## config.mk

```make
export PLATFORM = sky130hd
export DESIGN_NAME = sha1_message_digest_top
export DESIGN_NICKNAME = d
export VERILOG_FILES = /design/src/hw/rtl/sha1md_pkg.sv /design/src/hw/rtl/sha1md_ram.sv /design/src/hw/rtl/sha1_message_digest_top.sv
export SDC_FILE = /design/constraint.sdc
export NUM_CORES = 2
export LEC_CHECK = 0
export ABC_AREA = 1
export BUFFER_PORTS_ARGS = -buffer_cell sky130_fd_sc_hd__buf_2
export CORE_UTILIZATION = 28
export CTS_BUF_LIST = sky130_fd_sc_hd__clkbuf_4 sky130_fd_sc_hd__clkbuf_8
export DETAILED_ROUTE_END_ITERATION = 12
export SYNTH_ARGS = -nofsm -noshare
export SYNTH_HDL_FRONTEND = slang
export SYNTH_SLANG_ARGS = --single-unit
```

## constraint.sdc

```tcl
create_clock -name clk -period 34.2 [get_ports clk]
set_clock_uncertainty 0.2 [all_clocks]
set_input_delay 5.13 -clock clk [delete_from_list [all_inputs] [get_ports clk]]
set_output_delay 5.13 -clock clk [all_outputs]
set_load 0.005 [all_outputs]
```

## src/hw/rtl/sha1md_pkg.sv

```systemverilog
`timescale 1ns / 1ps

package sha1md_pkg;

  // One input transaction: a message byte and its framing flags.
  typedef struct packed {
    logic [7:0] data_byte;
    logic       last_byte;
    logic       no_data;
  } byte_item_t;

  // One result transaction: the 160-bit digest in three fields.
  typedef struct packed {
    logic [63:0] digest_high;
    logic [63:0] digest_mid;
    logic [31:0] digest_low;
  } digest_item_t;

  // Initial chaining values.
  localparam logic [31:0] H0_INIT = 32'h6745_2301;
  localparam logic [31:0] H1_INIT = 32'hEFCD_AB89;
  localparam logic [31:0] H2_INIT = 32'h98BA_DCFE;
  localparam logic [31:0] H3_INIT = 32'h1032_5476;
  localparam logic [31:0] H4_INIT = 32'hC3D2_E1F0;

  // Round constants, one per group of twenty rounds.
  localparam logic [31:0] K0 = 32'h5A82_7999;
  localparam logic [31:0] K1 = 32'h6ED9_EBA1;
  localparam logic [31:0] K2 = 32'h8F1B_BCDC;
  localparam logic [31:0] K3 = 32'hCA62_C1D6;

  localparam logic [7:0] PAD_MARK = 8'h80;

  // Schedule memory geometry and round sequencing.
  localparam int unsigned BlockWords = 16;
  localparam int unsigned AddrW      = 4;
  localparam int unsigned PreCycles  = 3;
  localparam int unsigned Rounds     = 80;
  localparam logic [6:0]  LastCnt    = 7'(PreCycles + Rounds - 1);
  localparam logic [6:0]  FirstExp   = 7'(PreCycles + BlockWords);

endpackage

```

## src/hw/rtl/sha1md_ram.sv

```systemverilog
`timescale 1ns / 1ps

module sha1md_ram #(
  parameter int unsigned WIDTH = 32,
  parameter int unsigned DEPTH = 16
) (
  input  logic                     clk,
  input  logic                     wr_en,
  input  logic [$clog2(DEPTH)-1:0] wr_addr,
  input  logic [WIDTH-1:0]         wr_data,
  input  logic [$clog2(DEPTH)-1:0] rd_addr_a,
  output logic [WIDTH-1:0]         rd_data_a,
  input  logic [$clog2(DEPTH)-1:0] rd_addr_b,
  output logic [WIDTH-1:0]         rd_data_b
);

  logic [WIDTH-1:0] mem [DEPTH];

  // One write port and two registered read ports.
  always_ff @(posedge clk) begin
    if (wr_en) begin
      mem[wr_addr] <= wr_data;
    end
    rd_data_a <= mem[rd_addr_a];
    rd_data_b <= mem[rd_addr_b];
  end

endmodule

```

## src/hw/rtl/sha1_message_digest_top.sv

```systemverilog
`timescale 1ns / 1ps
// Byte transactions are taken only in the idle state; every 64th byte starts a block compression
// (prefetch, 80 rounds at one per cycle, a chaining add). No bytes are taken during a
// compression, as the one schedule memory is shared by loading and rounds.
// A final transaction adds padding (end mark, zero fill, bit length), one or two
// compressions and the digest output register before the digest transaction.
// Synchronous reset restores the initial chaining values and clears the bit and byte counts.
module sha1_message_digest_top
  import sha1md_pkg::*;
(
  input  logic         clk,
  input  logic         rst,
  input  logic         byte_valid,
  output logic         byte_ready,
  input  byte_item_t   byte_data,
  output logic         digest_valid,
  input  logic         digest_ready,
  output digest_item_t digest
);

  typedef enum logic [2:0] {
    S_IDLE,
    S_PAD_MARK,
    S_PAD_FILL,
    S_COMP,
    S_FIN,
    S_OUT
  } state_t;

  state_t state;

  logic [31:0] h0, h1, h2, h3, h4;
  logic [31:0] wa, wb, wc, wd, we;
  logic [31:0] wh0, wh1, wh2;
  logic [31:0] dl1, dl2;
  logic [63:0] bc;
  logic [5:0]  bp;
  logic [23:0] acc;
  logic [6:0]  cnt;
  logic [AddrW-1:0] wp;
  logic        finishing;
  logic        mark_done;
  logic        len_blk;

  logic              ram_we;
  logic [AddrW-1:0]  ram_waddr;
  logic [31:0]       ram_wdata;
  logic [31:0]       rd_a;
  logic [31:0]       rd_b;
  logic [AddrW-1:0]  rd_addr_b;

  logic        accept;
  logic        take_byte;
  logic [6:0]  rnd;
  logic [31:0] w_new;
  logic [31:0] f_val;
  logic [31:0] k_val;
  logic [31:0] t_val;
  logic [31:0] mark_word;

  assign byte_ready = (state == S_IDLE);
  assign accept     = byte_valid && byte_ready;
  assign take_byte  = accept && !byte_data.no_data;
  assign rnd        = cnt - 7'(PreCycles);
  assign rd_addr_b  = cnt[AddrW-1:0] + AddrW'(6);

  // Message schedule: the block words, rewritten in place during the rounds.
  sha1md_ram #(
    .WIDTH(32),
    .DEPTH(BlockWords)
  ) u_sched (
    .clk      (clk),
    .wr_en    (ram_we),
    .wr_addr  (ram_waddr),
    .wr_data  (ram_wdata),
    .rd_addr_a(cnt[AddrW-1:0]),
    .rd_data_a(rd_a),
    .rd_addr_b(rd_addr_b),
    .rd_data_b(rd_b)
  );

  // Round datapath. Port A returns W[r-14], port B W[r-8]; W[r-16] arrives through a
  // two-stage delay of port A and W[r-3] from the history of recent schedule words.
  always_comb begin
    logic [31:0] x;
    x = wh2 ^ rd_b ^ rd_a ^ dl2;
    if (rnd < 7'd16) begin
      w_new = dl2;
    end else begin
      w_new = {x[30:0], x[31]};
    end
    if (rnd < 7'd20) begin
      f_val = (wb & wc) | (~wb & wd);
      k_val = K0;
    end else if (rnd < 7'd40) begin
      f_val = wb ^ wc ^ wd;
      k_val = K1;
    end else if (rnd < 7'd60) begin
      f_val = (wb & wc) | (wb & wd) | (wc & wd);
      k_val = K2;
    end else begin
      f_val = wb ^ wc ^ wd;
      k_val = K3;
    end
    t_val = {wa[26:0], wa[31:27]} + f_val + we + k_val + w_new;
  end

  // Word holding the end-of-message mark after the bytes already collected.
  always_comb begin
    case (bp[1:0])
      2'd0:    mark_word = {PAD_MARK, 24'h0};
      2'd1:    mark_word = {acc[7:0], PAD_MARK, 16'h0};
      2'd2:    mark_word = {acc[15:0], PAD_MARK, 8'h0};
      2'd3:    mark_word = {acc[23:0], PAD_MARK};
      default: mark_word = {PAD_MARK, 24'h0};
    endcase
  end

  // Schedule memory write selection.
  always_comb begin
    ram_we    = 1'b0;
    ram_waddr = bp[5:2];
    ram_wdata = {acc, byte_data.data_byte};
    case (state)
      S_IDLE: begin
        ram_we = take_byte && (bp[1:0] == 2'd3);
      end
      S_PAD_MARK: begin
        ram_we    = 1'b1;
        ram_wdata = mark_word;
      end
      S_PAD_FILL: begin
        ram_we    = 1'b1;
        ram_waddr = wp;
        if (len_blk && wp == AddrW'(14)) begin
          ram_wdata = bc[63:32];
        end else if (len_blk && wp == AddrW'(15)) begin
          ram_wdata = bc[31:0];
        end else begin
          ram_wdata = '0;
        end
      end
      S_COMP: begin
        ram_we    = (cnt >= FirstExp);
        ram_waddr = rnd[AddrW-1:0];
        ram_wdata = w_new;
      end
      default: begin
        ram_we = 1'b0;
      end
    endcase
  end

  // Sequencer, chaining words, counters and the digest output register.
  always_ff @(posedge clk) begin
    if (rst) begin
      state        <= S_IDLE;
      h0           <= H0_INIT;
      h1           <= H1_INIT;
      h2           <= H2_INIT;
      h3           <= H3_INIT;
      h4           <= H4_INIT;
      bc           <= '0;
      bp           <= '0;
      cnt          <= '0;
      wp           <= '0;
      finishing    <= 1'b0;
      mark_done    <= 1'b0;
      len_blk      <= 1'b0;
      digest_valid <= 1'b0;
    end else begin
      if (digest_valid && digest_ready && (state != S_OUT)) begin
        digest_valid <= 1'b0;
      end
      case (state)
        S_IDLE: begin
          if (take_byte) begin
            acc <= {acc[15:0], byte_data.data_byte};
            bp  <= bp + 6'd1;
            bc  <= bc + 64'd8;
          end
          if (accept && byte_data.last_byte) begin
            finishing <= 1'b1;
          end
          if (take_byte && bp == 6'd63) begin
            cnt   <= '0;
            state <= S_COMP;
          end else if (accept && byte_data.last_byte) begin
            state <= S_PAD_MARK;
          end
        end
        S_PAD_MARK: begin
          mark_done <= 1'b1;
          len_blk   <= (bp < 6'd56);
          wp        <= bp[5:2] + AddrW'(1);
          if (bp[5:2] == AddrW'(15)) begin
            cnt   <= '0;
            state <= S_COMP;
          end else begin
            state <= S_PAD_FILL;
          end
        end
        S_PAD_FILL: begin
          wp <= wp + AddrW'(1);
          if (wp == AddrW'(15)) begin
            cnt   <= '0;
            state <= S_COMP;
          end
        end
        S_COMP: begin
          dl1 <= rd_a;
          dl2 <= dl1;
          if (cnt == 7'd0) begin
            wa <= h0;
            wb <= h1;
            wc <= h2;
            wd <= h3;
            we <= h4;
          end
          if (cnt >= 7'(PreCycles)) begin
            wa  <= t_val;
            wb  <= wa;
            wc  <= {wb[1:0], wb[31:2]};
            wd  <= wc;
            we  <= wd;
            wh0 <= w_new;
            wh1 <= wh0;
            wh2 <= wh1;
          end
          if (cnt == LastCnt) begin
            state <= S_FIN;
          end else begin
            cnt <= cnt + 7'd1;
          end
        end
        S_FIN: begin
          h0 <= h0 + wa;
          h1 <= h1 + wb;
          h2 <= h2 + wc;
          h3 <= h3 + wd;
          h4 <= h4 + we;
          if (!finishing) begin
            state <= S_IDLE;
          end else if (!mark_done) begin
            state <= S_PAD_MARK;
          end else if (len_blk) begin
            state <= S_OUT;
          end else begin
            len_blk <= 1'b1;
            wp      <= '0;
            state   <= S_PAD_FILL;
          end
        end
        S_OUT: begin
          if (!digest_valid || digest_ready) begin
            digest.digest_high <= {h0, h1};
            digest.digest_mid  <= {h2, h3};
            digest.digest_low  <= h4;
            digest_valid       <= 1'b1;
            h0                 <= H0_INIT;
            h1                 <= H1_INIT;
            h2                 <= H2_INIT;
            h3                 <= H3_INIT;
            h4                 <= H4_INIT;
            bc                 <= '0;
            bp                 <= '0;
            finishing          <= 1'b0;
            mark_done          <= 1'b0;
            state              <= S_IDLE;
          end
        end
        default: begin
          state <= S_IDLE;
        end
      endcase
    end
  end

  // The round counter never runs past the last round.
  assert property (@(posedge clk) disable iff (rst)
    (state == S_COMP) |-> (cnt <= LastCnt))
    else $error("round counter overran");

  // No byte is taken while a message is being finished.
  assert property (@(posedge clk) disable iff (rst)
    byte_ready |-> !finishing)
    else $error("byte accepted during padding");

  // A length block that has been compressed leads straight to the digest.
  assert property (@(posedge clk) disable iff (rst)
    (state == S_FIN && finishing && mark_done && len_blk) |=> (state == S_OUT))
    else $error("length block not followed by digest");

  // Issuing the digest re-arms the counts for the next message.
  assert property (@(posedge clk) disable iff (rst)
    (state == S_OUT && (!digest_valid || digest_ready))
      |=> (digest_valid && bp == 6'd0 && bc == 64'd0 && !finishing))
    else $error("digest issue did not re-arm");

  // Schedule words are only rewritten once the expansion rounds have begun.
  assert property (@(posedge clk) disable iff (rst)
    (state == S_COMP && ram_we) |-> (rnd >= 7'd16))
    else $error("schedule written during a load round");

endmodule
```

Yosys cells after proc, flatten, opt, wreduce, memory -nomap -nowiden
Memory sizes are Yosys's and may differ from the RTL's. A register that Yosys moved wholly into a read port is not among the register bits.
Cells that the tools add are included.
{"block": "word_totals", "regBits": 752, "ramBits": 512, "output_inout_bits": 162, "elab_cells": 198, "n_memories": 1}
{"memory": "u_sched.mem", "depth": 16, "word_bits": 32, "read_ports": 2, "rd_ports_with_merged_regs": 2, "wr": 1, "line": "sha1md_ram.sv:17", "text": "logic [WIDTH-1:0] mem [DEPTH];"}
{"block": "classes", "add_sub_neg": 16, "order_cmp": 7, "n_eq_ne": 26, "mux": 70, "bitwise": 14, "reduce_logical": 36}
{"cell": "$mux 32", "n": 23}
{"cell": "$pmux 32 s2", "n": 5}
{"cell": "$add 32x32->32", "n": 9}
{"cell": "$xor 32x32->32", "n": 5}
{"cell": "$and 32x32->32", "n": 4}
{"cell": "$mux 64", "n": 2}
{"cell": "$pmux 32 s4", "n": 1}
{"cell": "$pmux 64 s2", "n": 1}
{"cell": "$or 32x32->32", "n": 3}
{"cell": "$pmux 32 s3", "n": 1}
{"cell": "$add 64x4->64 const B", "n": 1}
{"cell": "$not 32->32", "n": 1}
{"cell": "$mux 31", "n": 1}
{"cell": "$mux 7", "n": 4}
{"cell": "$pmux 7 s4", "n": 1}
{"cell": "$mux 3", "n": 8}
{"cell": "$reduce_and 3->1", "n": 7}
{"cell": "$pmux 3 s6", "n": 1}
{"cell": "$ne 2x2->1 const B", "n": 8}
{"cell": "$lt 7x5->1 const B", "n": 2}
{"cell": "$lt 7x6->1 const B", "n": 2}
{"cell": "$eq 4x4->1 const B", "n": 3}
{"cell": "$mux 4", "n": 3}
{"cell": "$mux 6", "n": 2}
{"cell": "other kinds (38)", "n": 71}

Longest topological paths before layout
{"block": "logic_depth", "word_depth": 11, "mapped_depth": 36, "ltp_nobuf": 32}

Cells and area by module
A second synthesis with hierarchy kept.
{"block": "unflattened", "hier_cells": 8760, "area_unflattened_um2": 74046.0}
{"mod": "sha1_message_digest_top", "n_inst": 1, "cells_each": 5443, "area_each_um2": 45374.8}
{"mod": "sha1md_ram", "n_inst": 1, "cells_each": 3317, "area_each_um2": 28671.2}

Least setup slack after synthesis
Ideal clock, no wire load.
{"block": "synth_path", "path_kind": "input -> register", "startpoint": "input port rst", "endpoint": "register wa[0], enable pin", "setup_ps": 732, "arrival_ps": 16261, "path_slack_ps": 17007, "stages": 5, "n_path_buf": 2, "path_cell_list": "clkbuf_1 -> clkbuf_1 -> nor2_1 -> inv_1 -> a21oi_1"}
{"block": "synth_via", "elab_chain_cells": 2}
{"item": "start: declaration", "line": "sha1_message_digest_top.sv:12", "text": "input logic rst,"}
{"item": "$not 1->1 (no source line)"}
{"item": "$reduce_and 3->1 (no source line)"}
{"item": "end signal: assignment", "line": "sha1_message_digest_top.sv:221", "text": "wa <= t_val;"}
{"item": "end: declaration", "line": "sha1_message_digest_top.sv:33", "text": "logic [31:0] wa, wb, wc, wd, we;"}
Every way passes these cells.
A chain may end at the register's enable or synchronous reset.

Final worst setup path
{"block": "layout_path", "startpoint": "register cnt[1]", "endpoint": "register wa[23], data pin"}
{"item": "start: declaration", "line": "sha1_message_digest_top.sv:39", "text": "logic [6:0] cnt;"}
{"item": "start signal: assignment", "line": "sha1_message_digest_top.sv:233", "text": "cnt <= cnt + 7'd1;"}
{"item": "$sub 7x2->7", "line": "sha1_message_digest_top.sv:64", "text": "assign rnd = cnt - 7'(PreCycles);"}
{"item": "$lt 7x5->1", "line": "sha1_message_digest_top.sv:87", "text": "if (rnd < 7'd16) begin"}
{"item": "$mux 32", "line": "sha1_message_digest_top.sv:87"}
{"item": "via w_new[0]", "line": "sha1_message_digest_top.sv:55", "text": "logic [31:0] w_new;"}
{"item": "$add 32x32->32", "line": "sha1_message_digest_top.sv:105", "text": "t_val = {wa[26:0], wa[31:27]} + f_val + we + k_val + w_new;"}
{"item": "$mux 32", "line": "sha1_message_digest_top.sv:220", "text": "if (cnt >= 7'(PreCycles)) begin"}
The timed path passes the listed nets, and every way through them passes these cells.

==> metrics.csv <==
stage,metric,value,unit
status,status,finished clean,
route,antenna_left,0,
synth,synth_most_common_cell,nand2_1,
timing,fin_setup_tns,0,ns
cts,cts_resized,0,
synth,synth_warnings,0,
synth,syn-num-nets,7642,
timing,worstMarginPinSlew,1.35,ns
route,drt_first_pass_iters,8,
synth,synthCells,7298,
setup_path,endpoint_kind,flip-flop,
setup_path,cp.depth,28,
power,power_density,97.9,nW/um2
setup_path,cpLargestDelayFamily,compound AO/OA/AOI/OAI gates,
die,die_y,497,um
place,routabilityCongestion,0.987,
setup_path,start_kind,flip-flop,
synth,synth_edf_count,1016,
final_layout,multiInputGateArea,28700,um2
timing,period_share,0.226,
global_route,grt_overflow,0,
die,design.die.area,247000,um2
route,drt_wl_total,243000,um
power,p_leak,30.0,nW
setup_path,reg2reg_depth,28,
final_layout,final_util,0.323,
cts,postCtsSetupBuffers,0,
place,post-place-ws,25.96,ns
cts,tritoncts,done,
setup_path,cpPeakStageDelay,0.80,ns
flow_run,max-cap-violations,0,
global_route,grt_pass1_vias,53100,
setup_path,endpoint,wa[23],
final_layout,area_delta_synth_final,14.7,%
synth,synth_area,68700,um2
route,num_vias,56000,
global_route,grt_max_degree,151,
timing,hold_violations,0,
setup_path,crit_buf_inv,7,
die,start_util,0.282,
cts,clock-sinks,1325,
die,fp.coreArea,244000,um2
die,io_pins,176,
timing,slew_headroom,0.0912,
cts,htree_levels,4,
timing,grt_setup_unrepaired,false,
setup_path,cp_max_fo,55,
setup_path,path_class,flip-flop to flip-flop,
die,die_x,497,um
route,wl_per_cell,22.3,um
final_layout,regArea,36700,um2
power,vdd_drop_max,0.0979,mV
setup_path,cp.arrival,8.28,ns
global_route,antenna_found_initial,25,
setup_path,rrSetupSlack,26.47,ns
route,viasPerCell,5.13,
final_layout,finish.net_count,7859,
synth,async_flop_share,0,
cts,cts-root-buf,clkbuf_8,
synth,synth_top_area_cell,edfxtp_1,
final_layout,final_cells,10900,
cts,worstSkewPairLatency,1.04,ns
timing,drv_slew,0,
synth,ys_seq_elements,1325,
setup_path,critPathSlowestCell,o21ai_0,
final_layout,drive_gt1_frac,0.105,
timing,fmax,129,MHz
setup_path,crit_start,cnt[1],
cts,cts_made_buffers,220,
global_route,grt_pass1_wl,354000,um
place,hpwl,174000,um
synth,synth_common_cells,"nand2_1 (1898), edfxtp_1 (1016), inv_1 (670), a21oi_1 (572), o21ai_0 (480)",
setup_path,r2r_start,cnt[1],
setup_path,crit_top_cell,nand2_1,
cts,clkSlewWorstSetupHoldPaths,0.07,ns
worst_hold_path,hp-class,flip-flop to flip-flop,
route,drt-initial-drc-count,6318,
timing,finalCriticalPeriod,7.73,ns
place,port_buffers,175,
place,dpl.cell_count,10500,
synth,yosysSeqAreaShare,0.534,
timing,setup_violations,0,
cts,cts.path.max_buffers,3,
die,rows,181,
timing,setup_slack,26.47,ns
synth,yosysUniqueCellTypes,64,
setup_path,cp_data_required_time,34.75,ns
setup_path,worstReg2RegEnd,wa[23],
global_route,grtUsageTotal,0.191,
synth,syn_avg_cell_area,9.42,um2
route,drcViolationCount,0,
synth,netlist.area_leader.share,0.444,
synth,synth_flop_cell,edfxtp_1,
power,finalPower,7.71,mW
synth,yosys-top-cells-area,"edfxtp_1 (44%), nand2_1 (10%), dfxtp_1 (9.0%)",
cts,cts_hold_buf,0,
final_layout,nFillCells,25100,
## registers in the layout (all words and copies together), names as in the netlist, 4 cells and up
| name | count |
|---|---|
| wd | 32 |
| h3 | 32 |
| dl1 | 32 |
| dl2 | 32 |
| u_sched.rd_data_b | 32 |
| u_sched.rd_data_a | 32 |
| cnt | 7 |
| wh0 | 32 |
| wh2 | 32 |
| wc | 32 |
| u_sched.mem | 512 |
| bc | 61 |
| bp | 6 |
| h2 | 32 |
| wa | 32 |
| h4 | 32 |
| wh1 | 32 |
| wp | 4 |
| we | 32 |
| digest | 160 |
| h1 | 32 |
| wb | 32 |
| acc | 24 |
| h0 | 32 |
## through the flow
step           hold WS (ns)  area, um2
2_1_floorplan         0.200      68700
3_3_place_gp          0.201      73600
3_5_place_dp          0.205      73600
4_1_cts               0.179      78800
5_1_grt               0.207      78800
6_report              0.196      78800
## cells by family after synthesis
kind of cell,Yosys count,share of synthesized area
multiplexers,161,0.0235
AND/OR/NAND/NOR,2916,0.176
adder cells (fa/ha/maj),330,0.0735
buffers and inverters,957,0.0528
flip-flops,1325,0.534
AO/OA/AOI/OAI,1461,0.121
XOR/XNOR,148,0.0190
## placed cells by master (no fill, tap or decap), types with 14 or more instances in the layout
| cell type | count |
|---|---|
| a31oi_1 | 86 |
| a21o_1 | 27 |
| a311oi_1 | 32 |
| fa_1 | 123 |
| mux2i_1 | 161 |
| nand2_1 | 1897 |
| nor4_1 | 22 |
| edfxtp_1 | 1016 |
| clkinv_2 | 32 |
| nor2_1 | 371 |
| clkinv_1 | 26 |
| bufinv_16 | 19 |
| nand3b_1 | 14 |
| a21boi_0 | 16 |
| buf_2 | 174 |
| o211ai_1 | 95 |
| a21oi_1 | 566 |
| nor2_4 | 25 |
| buf_4 | 95 |
| nand3_1 | 345 |
| o21bai_1 | 30 |
| or2_2 | 46 |
| o21ai_0 | 471 |
| xor2_1 | 65 |
| inv_1 | 666 |
| dfxtp_1 | 305 |
| ha_1 | 206 |
| o221ai_1 | 18 |
| nand4_1 | 71 |
| nor3_1 | 90 |
| clkbuf_8 | 253 |
| o22ai_1 | 17 |
| xnor2_1 | 82 |
| clkbuf_4 | 77 |
## layer usage
layer / global-route usage / share of wire / wire (um)
met5: 0 / 0.00028 / 69
met4: 0.0751 / 0.040 / 9690
met3: 0.0359 / 0.088 / 21400
met2: 0.297 / 0.44 / 108000
met1: 0.260 / 0.43 / 104000
## power by group
group	switching [mW]	internal, mW
sequential	0.0919	2.04
combinational	2.79	1.17
clock	0.711	0.918
total	3.59	4.13
## worst min path at each step
stage                  from  endpoint  slack (ns)  depth (start not counted)
CTS                  wh1[7]    wh2[7]        0.18                          0
detailed placement  dl1[17]   dl2[17]        0.20                          0
global placement    wh0[22]   wh1[22]        0.20                          0
global route        wh0[31]   wh1[31]        0.21                          0
floorplan            dl1[0]    dl2[0]        0.20                          0
finish              wh0[31]   wh1[31]        0.20                          0
## worst register-to-register path: cells and delay by family, from the launching register on
family	cells	cell delay, ns
simple gates	10	1.02
buf+inv	7	1.23
fa+ha+maj	6	2.10
flops	1	0.74
compound gates	5	2.24
## area by class of cell
cell class                 count  share of cell area
clock buffer                 330              0.0515
sequential                  1325               0.466
tap                         3202              0.0508
timing repair buffer         272              0.0207
clock inverter                89              0.0146
multi-input combinational   5016               0.364
inverter                     680              0.0325
antenna                        8            0.000254
No activity file was read; power rests on OpenSTA's default activity.
